===== config.mk =====
export PLATFORM = sky130hd
export DESIGN_NAME = cba_ram
export DESIGN_NICKNAME = d
export VERILOG_FILES = /design/src/hdl/cba_ram.sv
export SDC_FILE = /design/constraint.sdc
export NUM_CORES = 2
export LEC_CHECK = 0
export ABC_CLOCK_PERIOD_IN_PS = 3380
export BUFFER_PORTS_ARGS = -buffer_cell sky130_fd_sc_hd__clkbuf_2
export CAP_MARGIN = 30
export CORE_MARGIN = 2
export CORE_UTILIZATION = 44
export CTS_BUF_LIST = sky130_fd_sc_hd__clkbuf_4 sky130_fd_sc_hd__clkbuf_8
export DETAILED_ROUTE_END_ITERATION = 8
export GPL_ROUTABILITY_DRIVEN = 0
export HOLD_SLACK_MARGIN = 0.02
export PLACE_DENSITY = 0.58
export SYNTH_ARGS = -nofsm -noshare
export SYNTH_HDL_FRONTEND = slang
export SYNTH_SLANG_ARGS = --single-unit

===== constraint.sdc =====
create_clock -name clk -period 3.38 [get_ports clk]
set_input_delay 0.338 -clock clk [delete_from_list [all_inputs] [get_ports clk]]
set_output_delay 0.338 -clock clk [all_outputs]
set_load 0.03 [all_outputs]

===== src/hdl/cba_ram.sv =====
// Generic simple dual-port RAM with registered read.
`timescale 1ns / 1ps
`default_nettype none
module cba_ram #(
	parameter int WIDTH = 32,
	parameter int DEPTH = 128
) (
	input  wire logic                     clk,
	input  wire logic                     we,
	input  wire logic [$clog2(DEPTH)-1:0] waddr,
	input  wire logic [WIDTH-1:0]         wdata,
	input  wire logic [$clog2(DEPTH)-1:0] raddr,
	output logic      [WIDTH-1:0]         rdata
);

	logic [WIDTH-1:0] mem [DEPTH];

	always_ff @(posedge clk) begin
		if (we) begin
			mem[waddr] <= wdata;
		end
		rdata <= mem[raddr];
	end

endmodule
`default_nettype wire


==> flow_summary.ini <==
[outcome]
status = finished, final reports clean

[synthesis]
synth_cell_types = 17
yosysWarnings = 0
yosys.area.top_type_share_pct = 78.7
synth_nets = 6038
synth_compound_area_share_pct = 0
synthXorXnorAreaFrac_pct = 0
synth-seq-cells = 4128
synthAdderAreaFrac_pct = 0
netlist_area_um2 = 156000
yosysSeqAreaShare_pct = 79.1
syn_avg_cell_area_um2 = 26.1
synth_simple_gate_area_share_pct = 0.446
yosys-top-cells-area = edfxtp_1 79%, mux4_2 19%, clkbuf_1 0.44%
synthCells = 5990
yosysTopAreaCell = edfxtp_1
muxShareOfSynthArea_pct = 19.6
synth_top_family_by_area = multiplexers

[drt]
drt-initial-drc-count = 10200
postRouteAntennaNets = 0
avgViaCountPerCell = 6.04
via_count = 73800
wl_um = 438000
dr.pass1.iters = 6
wl_per_cell_um = 35.9
remaining_drc_errors = 0

[clock_tree]
clk_latency_ns = 1.21
clkSinkCount = 4128
clkTransAtPathRegs_ns = 0.06
numCtsBuffers = 659
cts_max_level = 6
cts_tree = done
clk_root_buffer_cell = clkbuf_8
clockBufferDepth = 4
post_cts_buffers = 0

[timing]
hold_ws_ns = 0.0795
fmax_mhz = 319
worstMarginPinSlew_ns = 1.03
finalCriticalPeriod_ns = 3.13
finalHoldViolations = 0
relSlewSlack_pct = 31.3
final.setup.worst_slack_ns = 0.249
slew_viol_final = 0
skew_ns = 0.0637
min_period_over_period_pct = 92.6
setup_viol_count_final = 0
rsz0062_at_grt = false

[job]
maxCapViolCount = 0

[global_route]
grt_pass1_vias = 74600
overflow = 0
grt_max_degree = 129
groute.usage.overall_pct = 24.4
antenna_found_initial = 62
grt_first_pass_wirelength_um = 601000

[die]
die_height_um = 600
core_area_um2 = 353000
rows = 218
top_level_ports = 80
initial_utilization_pct = 44.3
die_w_um = 600
die-area_um2 = 360000

[power_and_ir_drop]
p_per_area_nw_per_um2 = 572
ir_worst_vdd_mv = 0.403
p_leak_nw = 56.5

[final_layout]
fill_cells = 27100
utilization_pct = 51.7
final_layout_size_suffix_gt1_share_pct = 41.6
syn2layout_area_growth_pct = 16.7
nNetsFinal = 6981

[setup_path]
arrival_ns = 4.18
required_ns = 4.43
startpoint_type = flip-flop
crit_type = reg -> reg
worstSetupEndpointType = flip-flop
crit_fanout = 1

[place]
place_hpwl_um = 249000
place_ws_ns = -0.234
port_buffers = 79

[hold_path]
hold_path_class = in -> reg
-- synthesized netlist by cell type, drive strengths merged --
master / number
mux2: 32
mux4: 1344
nand2b: 2
edfxtp: 4096
nand2: 14
nor3: 9
buf: 134
nor2b: 7
nor2: 122
or3: 1
dfxtp: 32
nand3: 12
clkbuf: 182
nand4: 3
-- metal layers --
layer	up-vias	track usage, %	part of all wire, %
met5	-	0	0.030
met4	20	7.43	3.1
met3	626	4.93	9.2
met2	3729	38.4	48
met1	40900	34.8	40
li1	28500	-	-
-- cells in the final DEF (no fill, tap or decap), drive strengths merged --
cell type	synthesis	layout
clkinvlp	0	19
nor2b	7	7
inv	0	28
edfxtp	4096	4096
nor3	9	9
dfxtp	32	32
nor2	122	122
clkinv	0	191
diode	0	36
dlygate4sd3	0	49
nand3	12	12
mux4	1344	1344
nand2	14	14
nand4	3	3
bufinv	0	6
mux2	32	32
buf	134	509
or3	1	1
clkbuf	182	969
nand2b	2	2
-- critical path: stages (launching register included) --
cell and delay [ns]:
edfxtp_1 0.37, mux4_2 0.47, mux4_2 0.63, mux4_2 0.65, mux2_2 0.31, dlygate4sd3_1 0.57
-- layout make-up --
cell class / count / area, um2 / share of cell area [%]
Clock buffer: 929 / 11200 / 6.14
Clock inverter: 244 / 1490 / 0.818
Tap cell: 4730 / 5920 / 3.24
Multi-Input combinational cell: 1546 / 32300 / 17.7
Sequential cell: 4128 / 124000 / 67.8
Antenna cell: 36 / 90.1 / 0.0494
Timing Repair Buffer: 598 / 7750 / 4.25
-- logic make-up after synthesis --
| kind of cell | Yosys count |
|---|---|
| buf+inv | 316 |
| mux | 1376 |
| simple gates | 170 |
| flops | 4128 |
-- power breakdown --
part	internal (mW)	leakage, nW	switching [mW]
Sequential	56.5	37.1	0.275
Combinational	2.40	12.7	3.69
Clock	21.9	6.72	19.6
-- through the flow --
stage	total power [mW]	std cells	area [um2]	TNS, ns
finish	104	12200	182000	0
floorplan	60.5	5990	156000	-17.71
global route	108	12200	182000	0
detailed placement	64.0	11000	169000	-2.79
global placement	63.9	11000	169000	-2.70
CTS	105	12200	182000	0
-- repair_timing --
item                                    4_1_cts  5_1_grt
endpoints found under the setup margin        0        0
hold endpoints to repair                   4034        0
resized for setup                             0        0
hold buffers                                 49        0
-- flip-flops by register name, summed over array words and instances, names as in the netlist --
signal  flops
rdata      32
mem      4096
-- final timing paths --
check,startpoint,end,slack (ns),depth (start not counted)
setup / recovery,mem[68][29],rdata[29],0.25,5
hold reg to reg,mem[118][8],rdata[8],1.11,4
hold / removal,wdata[24],mem[67][24],0.08,2
setup reg to reg,mem[68][29],rdata[29],0.25,5
Power figures use the tool's default switching activity.
